`config.mk`:
```
export PLATFORM = sky130hd
export DESIGN_NAME = dedup_fault_code_log
export DESIGN_NICKNAME = d
export VERILOG_FILES = /design/src/hdl/dfcl_pkg.sv /design/src/hdl/dfcl_ctrl.sv /design/src/hdl/dfcl_dp.sv /design/src/hdl/dedup_fault_code_log.sv
export SDC_FILE = /design/constraint.sdc
export NUM_CORES = 1
export LEC_CHECK = 0
export BUFFER_PORTS_ARGS = -buffer_cell sky130_fd_sc_hd__buf_2
export CAP_MARGIN = 15
export CORE_ASPECT_RATIO = 1.1
export CORE_MARGIN = 5
export CORE_UTILIZATION = 52
export DETAILED_ROUTE_END_ITERATION = 7
export PLACE_DENSITY = 0.68
export SLEW_MARGIN = 25
export SYNTH_ARGS = -nofsm -noshare
export SYNTH_HDL_FRONTEND = slang
export SYNTH_SLANG_ARGS = --single-unit
export TNS_END_PERCENT = 1
```
`constraint.sdc`:
```
create_clock -name clk -period 9.2 [get_ports clk]
set_input_delay 1.84 -clock clk [delete_from_list [all_inputs] [get_ports clk]]
set_output_delay 1.84 -clock clk [all_outputs]
set_load 0.03 [all_outputs]
```
`src/hdl/dfcl_pkg.sv`:
```
// Package with the shared types and constants of the deduplicating fault code log.
`timescale 1ns / 1ps

package dfcl_pkg;

  localparam int CODE_W = 32;
  localparam int CNT_W = 6;
  localparam logic [CODE_W-1:0] EMPTY_CODE = 32'hFFFF_FFFF;
  localparam logic [CNT_W-1:0] MAX_RESULTS = 6'd32;

  typedef enum logic [1:0] {
    KIND_LOG    = 2'd0,
    KIND_READ   = 2'd1,
    KIND_CLEAR  = 2'd2,
    KIND_UNUSED = 2'd3
  } kind_t;

  typedef enum logic [2:0] {
    ST_NEW     = 3'd0,
    ST_PRESENT = 3'd1,
    ST_FULL    = 3'd2,
    ST_ENTRY   = 3'd3,
    ST_NONE    = 3'd4,
    ST_CLEARED = 3'd5
  } status_t;

  typedef enum logic [2:0] {
    S_IDLE,
    S_LOG_SCAN,
    S_LOG_FIN,
    S_RD_SCAN,
    S_RD_FIN,
    S_CLR_FIN
  } state_t;

  // Commands from the controller to the datapath.
  typedef struct packed {
    logic load;
    logic scan_log;
    logic scan_rd;
    logic log_fin;
    logic rd_fin;
    logic clr_fin;
  } cmd_t;

  // Status from the datapath to the controller.
  typedef struct packed {
    logic scan_done;
    logic out_free;
  } sts_t;

endpackage

```
`src/hdl/dfcl_ctrl.sv`:
```
// Controller state machine of the deduplicating fault code log.
`timescale 1ns / 1ps

module dfcl_ctrl (
  input  logic           clk,
  input  logic           rst,
  input  logic           s_tvalid,
  input  logic [1:0]     kind,
  output logic           s_tready,
  input  dfcl_pkg::sts_t sts,
  output dfcl_pkg::cmd_t cmd
);

  dfcl_pkg::state_t state, state_next;

  always_ff @(posedge clk) begin
    if (rst) begin
      state <= dfcl_pkg::S_IDLE;
    end else begin
      state <= state_next;
    end
  end

  always_comb begin
    state_next = state;
    cmd = '0;
    s_tready = 1'b0;
    case (state)
      dfcl_pkg::S_IDLE: begin
        s_tready = 1'b1;
        if (s_tvalid) begin
          cmd.load = 1'b1;
          case (dfcl_pkg::kind_t'(kind))
            dfcl_pkg::KIND_LOG:   state_next = dfcl_pkg::S_LOG_SCAN;
            dfcl_pkg::KIND_READ:  state_next = dfcl_pkg::S_RD_SCAN;
            dfcl_pkg::KIND_CLEAR: state_next = dfcl_pkg::S_CLR_FIN;
            default:              state_next = dfcl_pkg::S_IDLE;
          endcase
        end
      end
      dfcl_pkg::S_LOG_SCAN: begin
        cmd.scan_log = 1'b1;
        if (sts.scan_done) state_next = dfcl_pkg::S_LOG_FIN;
      end
      dfcl_pkg::S_LOG_FIN: begin
        if (sts.out_free) begin
          cmd.log_fin = 1'b1;
          state_next = dfcl_pkg::S_IDLE;
        end
      end
      dfcl_pkg::S_RD_SCAN: begin
        cmd.scan_rd = 1'b1;
        if (sts.scan_done) state_next = dfcl_pkg::S_RD_FIN;
      end
      dfcl_pkg::S_RD_FIN: begin
        if (sts.out_free) begin
          cmd.rd_fin = 1'b1;
          state_next = dfcl_pkg::S_IDLE;
        end
      end
      dfcl_pkg::S_CLR_FIN: begin
        if (sts.out_free) begin
          cmd.clr_fin = 1'b1;
          state_next = dfcl_pkg::S_IDLE;
        end
      end
      default: begin
        state_next = dfcl_pkg::S_IDLE;
      end
    endcase
  end

endmodule

```
`src/hdl/dfcl_dp.sv`:
```
// Datapath of the deduplicating fault code log: slot memory, scan pipeline and output register.
`timescale 1ns / 1ps

module dfcl_dp #(
  parameter int SLOTS = 32
) (
  input  logic                          clk,
  input  logic                          rst,
  input  dfcl_pkg::cmd_t                cmd,
  output dfcl_pkg::sts_t                sts,
  input  logic [dfcl_pkg::CODE_W-1:0]   fault_code,
  output logic                          out_v,
  input  logic                          out_ready,
  output dfcl_pkg::status_t             out_status,
  output logic [dfcl_pkg::CODE_W-1:0]   out_code,
  output logic [dfcl_pkg::CNT_W-1:0]    out_count,
  output logic                          out_last
);

  localparam int IW = (SLOTS > 1) ? $clog2(SLOTS) : 1;
  localparam logic [IW-1:0] LAST_IDX = IW'(SLOTS - 1);

  logic [dfcl_pkg::CODE_W-1:0] mem [SLOTS];
  logic [SLOTS-1:0]            vld;

  logic [dfcl_pkg::CODE_W-1:0] code_q;
  logic [IW-1:0]               idx;
  logic                        iss_done;
  logic                        rd_ok;
  logic [dfcl_pkg::CODE_W-1:0] rd_code;
  logic                        rd_vld;
  logic [IW-1:0]               rd_idx;
  logic                        found;
  logic                        have_free;
  logic [IW-1:0]               free_idx;
  logic                        pend_v;
  logic [dfcl_pkg::CODE_W-1:0] pend_code;
  logic [dfcl_pkg::CNT_W-1:0]  count;

  logic [dfcl_pkg::CODE_W-1:0] eff;
  logic                        scan, take, emit_entry, stall, adv, issue, out_free;
  logic                        wr_en, out_load, out_v_next;

  // A slot that was not written since reset or the last clear reads as empty.
  assign eff        = rd_vld ? rd_code : dfcl_pkg::EMPTY_CODE;
  assign out_free   = !out_v || out_ready;
  assign scan       = cmd.scan_log || cmd.scan_rd;
  assign take       = cmd.scan_rd && rd_ok && (eff != dfcl_pkg::EMPTY_CODE) &&
                      (count < dfcl_pkg::MAX_RESULTS);
  assign emit_entry = take && pend_v;
  assign stall      = emit_entry && !out_free;
  assign adv        = scan && !stall;
  assign issue      = adv && !iss_done;
  assign wr_en      = cmd.log_fin && !found && have_free;
  assign out_load   = (emit_entry && adv) || cmd.log_fin || cmd.rd_fin || cmd.clr_fin;
  assign out_v_next = out_load ? 1'b1 : (out_ready ? 1'b0 : out_v);

  assign sts.scan_done = iss_done && !rd_ok;
  assign sts.out_free  = out_free;

  // Slot memory: one write port, one registered read port.
  always_ff @(posedge clk) begin
    if (wr_en) mem[free_idx] <= code_q;
    if (issue) begin
      rd_code <= mem[idx];
      rd_vld  <= vld[idx];
      rd_idx  <= idx;
    end
  end

  always_ff @(posedge clk) begin
    if (rst || cmd.clr_fin) begin
      vld <= '0;
    end else if (wr_en) begin
      vld[free_idx] <= 1'b1;
    end
  end

  // Scan control.
  always_ff @(posedge clk) begin
    if (rst) begin
      idx      <= '0;
      iss_done <= 1'b1;
      rd_ok    <= 1'b0;
      pend_v   <= 1'b0;
    end else if (cmd.load) begin
      idx      <= '0;
      iss_done <= 1'b0;
      rd_ok    <= 1'b0;
      pend_v   <= 1'b0;
    end else begin
      if (adv) rd_ok <= issue;
      if (issue) begin
        idx <= idx + 1'b1;
        if (idx == LAST_IDX) iss_done <= 1'b1;
      end
      if (take && adv) pend_v <= 1'b1;
    end
  end

  // Search results and pending read entry.
  always_ff @(posedge clk) begin
    if (cmd.load) begin
      code_q    <= fault_code;
      found     <= 1'b0;
      have_free <= 1'b0;
      free_idx  <= '0;
      count     <= '0;
    end else begin
      if (cmd.scan_log && rd_ok) begin
        if (eff == code_q) found <= 1'b1;
        if (!have_free && eff == dfcl_pkg::EMPTY_CODE) begin
          have_free <= 1'b1;
          free_idx  <= rd_idx;
        end
      end
      if (take && adv) begin
        pend_code <= eff;
        count     <= count + 1'b1;
      end
    end
  end

  // Output register.
  always_ff @(posedge clk) begin
    if (rst) begin
      out_v <= 1'b0;
    end else begin
      out_v <= out_v_next;
    end
  end

  always_ff @(posedge clk) begin
    if (emit_entry && adv) begin
      out_status <= dfcl_pkg::ST_ENTRY;
      out_code   <= pend_code;
      out_count  <= count;
      out_last   <= 1'b0;
    end else if (cmd.log_fin) begin
      out_status <= found ? dfcl_pkg::ST_PRESENT :
                    (have_free ? dfcl_pkg::ST_NEW : dfcl_pkg::ST_FULL);
      out_code   <= code_q;
      out_count  <= '0;
      out_last   <= 1'b1;
    end else if (cmd.rd_fin) begin
      out_status <= pend_v ? dfcl_pkg::ST_ENTRY : dfcl_pkg::ST_NONE;
      out_code   <= pend_v ? pend_code : '0;
      out_count  <= pend_v ? count : '0;
      out_last   <= 1'b1;
    end else if (cmd.clr_fin) begin
      out_status <= dfcl_pkg::ST_CLEARED;
      out_code   <= '0;
      out_count  <= '0;
      out_last   <= 1'b1;
    end
  end

`ifndef SYNTHESIS
  a_cnt_range: assert property (@(posedge clk) disable iff (rst)
    out_v |-> out_count <= dfcl_pkg::MAX_RESULTS)
    else $error("entry count above limit");

  a_entry_cnt: assert property (@(posedge clk) disable iff (rst)
    (out_v && out_status == dfcl_pkg::ST_ENTRY) |-> out_count != '0)
    else $error("entry result without a count");

  a_single_last: assert property (@(posedge clk) disable iff (rst)
    (out_v && out_status != dfcl_pkg::ST_ENTRY) |-> out_last)
    else $error("single result not marked last");

  a_no_empty_wr: assert property (@(posedge clk) disable iff (rst)
    wr_en |-> code_q != dfcl_pkg::EMPTY_CODE)
    else $error("empty marker written into a slot");

  a_no_load_over: assert property (@(posedge clk) disable iff (rst)
    out_load |-> out_free)
    else $error("output register overwritten");
`endif

endmodule

```
`src/hdl/dedup_fault_code_log.sv`:
```
// Top level of the deduplicating fault code log.
`timescale 1ns / 1ps

// The block keeps a table of SLOTS 32-bit fault codes, where all ones marks an
// empty slot, and takes one input transaction at a time. The kind in s_tuser
// selects the operation: a log transaction scans every slot and reports the
// code as already present, stores it in the lowest empty slot as new, or
// reports the table full; a read-all transaction returns each stored code in
// slot order with a running count (at most 32 entries), marking the final one
// with tlast, or a single no-entries result when the table is empty; a clear
// transaction empties every slot. Kind 3 is accepted and ignored. Every log,
// read-all or clear ends with exactly one result marked by tlast. The table
// lives in a memory with one read port, so a log or read-all scans one slot
// per clock, except that a read-all scan pauses while the output side stalls.
// Each slot has a valid bit that reset and clear drop at once, so no clearing
// pass follows reset.
module dedup_fault_code_log #(
  parameter int SLOTS = 32
) (
  input  logic        clk,
  input  logic        rst,
  input  logic        s_tvalid,
  output logic        s_tready,
  input  logic [31:0] s_tdata,   // [31:0] fault_code
  input  logic [1:0]  s_tuser,   // [1:0] kind
  output logic        m_tvalid,
  input  logic        m_tready,
  output logic [39:0] m_tdata,   // [31:0] code_out, [37:32] entry_count, [39:38] zero
  output logic [2:0]  m_tuser,   // [2:0] status
  output logic        m_tlast
);

  dfcl_pkg::cmd_t               cmd;
  dfcl_pkg::sts_t               sts;
  dfcl_pkg::status_t            out_status;
  logic [dfcl_pkg::CODE_W-1:0]  out_code;
  logic [dfcl_pkg::CNT_W-1:0]   out_count;

  dfcl_ctrl u_ctrl (
    .clk      (clk),
    .rst      (rst),
    .s_tvalid (s_tvalid),
    .kind     (s_tuser),
    .s_tready (s_tready),
    .sts      (sts),
    .cmd      (cmd)
  );

  dfcl_dp #(
    .SLOTS (SLOTS)
  ) u_dp (
    .clk        (clk),
    .rst        (rst),
    .cmd        (cmd),
    .sts        (sts),
    .fault_code (s_tdata),
    .out_v      (m_tvalid),
    .out_ready  (m_tready),
    .out_status (out_status),
    .out_code   (out_code),
    .out_count  (out_count),
    .out_last   (m_tlast)
  );

  assign m_tdata = {2'b00, out_count, out_code};
  assign m_tuser = out_status;

endmodule

```
==> out/results.tsv <==
stage	metric	value	unit
global_routing	grt_pass1_wl	162000	um
route	postRouteAntennaNets	0	
synth	yosys-top-cells-count	1164 x edfxtp_1, 330 x mux4_2, 63 x clkbuf_1	
setup_path	startpoint_type	primary input	
route	routed-via-count	22800	
route	drtIter0Drc	2897	
global_routing	antenna_found_initial	2	
setup_path	path_class	in -> reg	
synth	syn_inst	2105	
clock_network	holdBufCountCts	0	
sta	max_freq	0.234	GHz
final_layout	drive_gt1_share	32.1	%
synth	syn_area_per_cell	22.3	um^2
sta	slew_headroom	29.4	%
clock_network	post-cts-setup-buffers	0	
route	wl	113000	um
setup_path	cp-startpoint	m_tready	
setup_path	r2r_start	u_ctrl.state[1]	
synth	ys.flop_type	edfxtp_1	
route	first_pass_iters	6	
setup_path	cp-end-kind	flop	
sta	skew	50.9	ps
die	rows	115	
setup_path	worstPathMaxFanout	33	
setup_path	path_cells	buf_2 -> nor2b_1 -> nor4b_2 -> nand4_1 -> nor2_4	
synth	ys_seq_area_share	77.0	%
synth	synth_area_leader_cell	edfxtp_1	
clock_network	path_clk_slew	60	ps
clock_network	cts_root_buf	clkbuf_16	
status	outcome	finished clean	
run	maxCapViolCount	0	
synth	synthTopCellsByArea	edfxtp_1 74%, mux4_2 16%, dfxtp_1 2.6%	
global_routing	grt_max_degree	162	
setup_path	slowest_stage	nor2_4	
route	wl_per_cell	31.9	um
sta	rsz0062_at_grt	false	
final_layout	final_cells	3543	
clock_network	clock_path_buffers	3	
global_routing	track_usage	23.3	%
place	place_worst_setup_slack	4320	ps
route	vias_per_cell	6.43	
sta	whs	462	ps
place	dp_cells	3318	
final_layout	area_growth	14.3	%
die	die_h	325	um
die	die_area	96500	um^2
sta	setup_viol	0	
sta	hold_viol	0	
sta	setup_tns	0	ps
setup_path	crit_arrival	4550	ps
synth	synth_edf_count	1164	
clock_network	cts_buffers	116	
pwr	irDropWorstVdd	174	uV
place	io_buffers	81	
global_routing	grt_overflow	0	
sta	fin_ws	4920	ps
place	place_hpwl	70900	um
clock_network	cts_resized	0	
setup_path	crit_family	simple AND/OR/NAND/NOR gates	
clock_network	cts_tree	done	
worst_hold_path	hold_start	u_dp.out_last	
clock_network	cts_sinks	1225	
synth	synth_cell_types	52	
place	gp_congestion	0.854	
synth	yosys_register_bits	1225	
pwr	power_density	214	nW/um^2
sta	slew_violations	0	
final_layout	nets	2318	
die	io_pins	84	
global_routing	grt_pass1_vias	22300	
synth	netlist_area	47000	um^2
sta	post-route-period-util	46.5	%
worst_hold_path	hold_class	reg -> reg	
clock_network	insertion_delay	700	ps
setup_path	crit_buf_inv	1	
setup_path	max_stage_delay	950	ps
synth	yosys_warnings	0	
die	start_util	52.4	%
route	drc	0	
die	die_w	297	um
sta	max_slew.worst_pin.slew	1060	ps
sta	layout_min_cycle_time	4280	ps
setup_path	required	9480	ps
synth	yosysTopAreaCellShare	74.4	%
synth	synth_most_common_cell	edfxtp_1	
clock_network	h-tree-depth	3	
die	coreArea	89600	um^2
synth	async_flop_share	0	%
pwr	p_leak	16.3	nW
final_layout	postLayoutCoreUtil	59.9	%
-- layout by cell type, fill, tap and decap left out, types with 13 or more instances in the layout --
cell type / instances
o21a_1: 34
clkinvlp_4: 14
nand2b_1: 36
a22o_1: 32
mux2_2: 33
nand4_1: 14
buf_2: 81
nand2_1: 41
nand3b_1: 13
nor2_1: 14
clkinv_2: 14
dfxtp_1: 56
clkbuf_1: 25
buf_12: 17
o31ai_1: 14
buf_4: 44
a21oi_1: 30
xor2_1: 17
nor2_4: 35
mux4_2: 330
buf_16: 19
clkbuf_16: 117
clkinv_1: 16
edfxtp_1: 1164
o21ai_0: 19
-- layout make-up --
cell class	instances	area, um^2
Clock buffer	146	3080
Timing Repair Buffer	161	1600
Clock inverter	66	731
Multi-Input combinational cell	767	10600
Sequential cell	1225	36200
Antenna cell	2	5.00
Inverter	6	22.5
Fill cell	6093	35900
Tap cell	1170	1460
-- routing by layer --
metal | wire length (um) | track usage, %
met1 | 46200 | 35.7
met2 | 54300 | 36.0
met3 | 10000 | 3.95
met4 | 2480 | 5.65
met5 | 0 | 0
-- sequential cells by signal, indices dropped and copies added, names as in the netlist --
register         count
u_dp.rd_ok           1
u_dp.out_last        1
u_dp.rd_vld          1
u_dp.code_q         32
u_ctrl.state         3
u_dp.out_status      3
u_dp.out_code       32
u_dp.free_idx        5
u_dp.mem          1024
u_dp.out_count       6
u_dp.found           1
u_dp.rd_idx          5
u_dp.idx             5
u_dp.out_v           1
u_dp.pend_code      32
u_dp.vld            32
u_dp.pend_v          1
u_dp.rd_code        32
u_dp.iss_done        1
u_dp.count           6
u_dp.have_free       1
-- where the power goes --
part | leakage, nW | total (mW) | switching (mW) | internal (mW)
combinational | 3.52 | 0.494 | 0.375 | 0.119
sequential | 11.0 | 6.25 | 0.0322 | 6.21
clock | 1.81 | 4.76 | 2.04 | 2.71
-- logic make-up after synthesis --
kind of cell               count (synthesis)  synth area share (%)
AOI/OAI and AO/OA                        156                  2.31
xor gates and xnor gates                  17                 0.317
adders and majority gates                  3                0.0799
buffers and inverters                    114                  1.07
DFF                                     1225                  77.0
muxes                                    365                  16.6
other                                      1               0.00798
and+or+nand+nor                          224                  2.62
-- stage by stage --
stage / power [mW] / cell area, um^2
global placement: 6.84 / 49100
detailed placement: 6.86 / 49600
global route: 11.8 / 53700
CTS: 11.6 / 53500
floorplan: 6.62 / 47000
finish: 11.5 / 53700
-- final timing paths --
path / endpoint / slack (ps) / cells past startpoint
worst min register to register: u_dp.out_last / 460 / 1
worst max-delay path: u_dp.mem[29][13] / 4920 / 5
worst min-delay path: u_dp.out_last / 460 / 1
worst max register to register: u_dp.mem[29][13] / 5220 / 4
(Power assumes the default switching activity.)
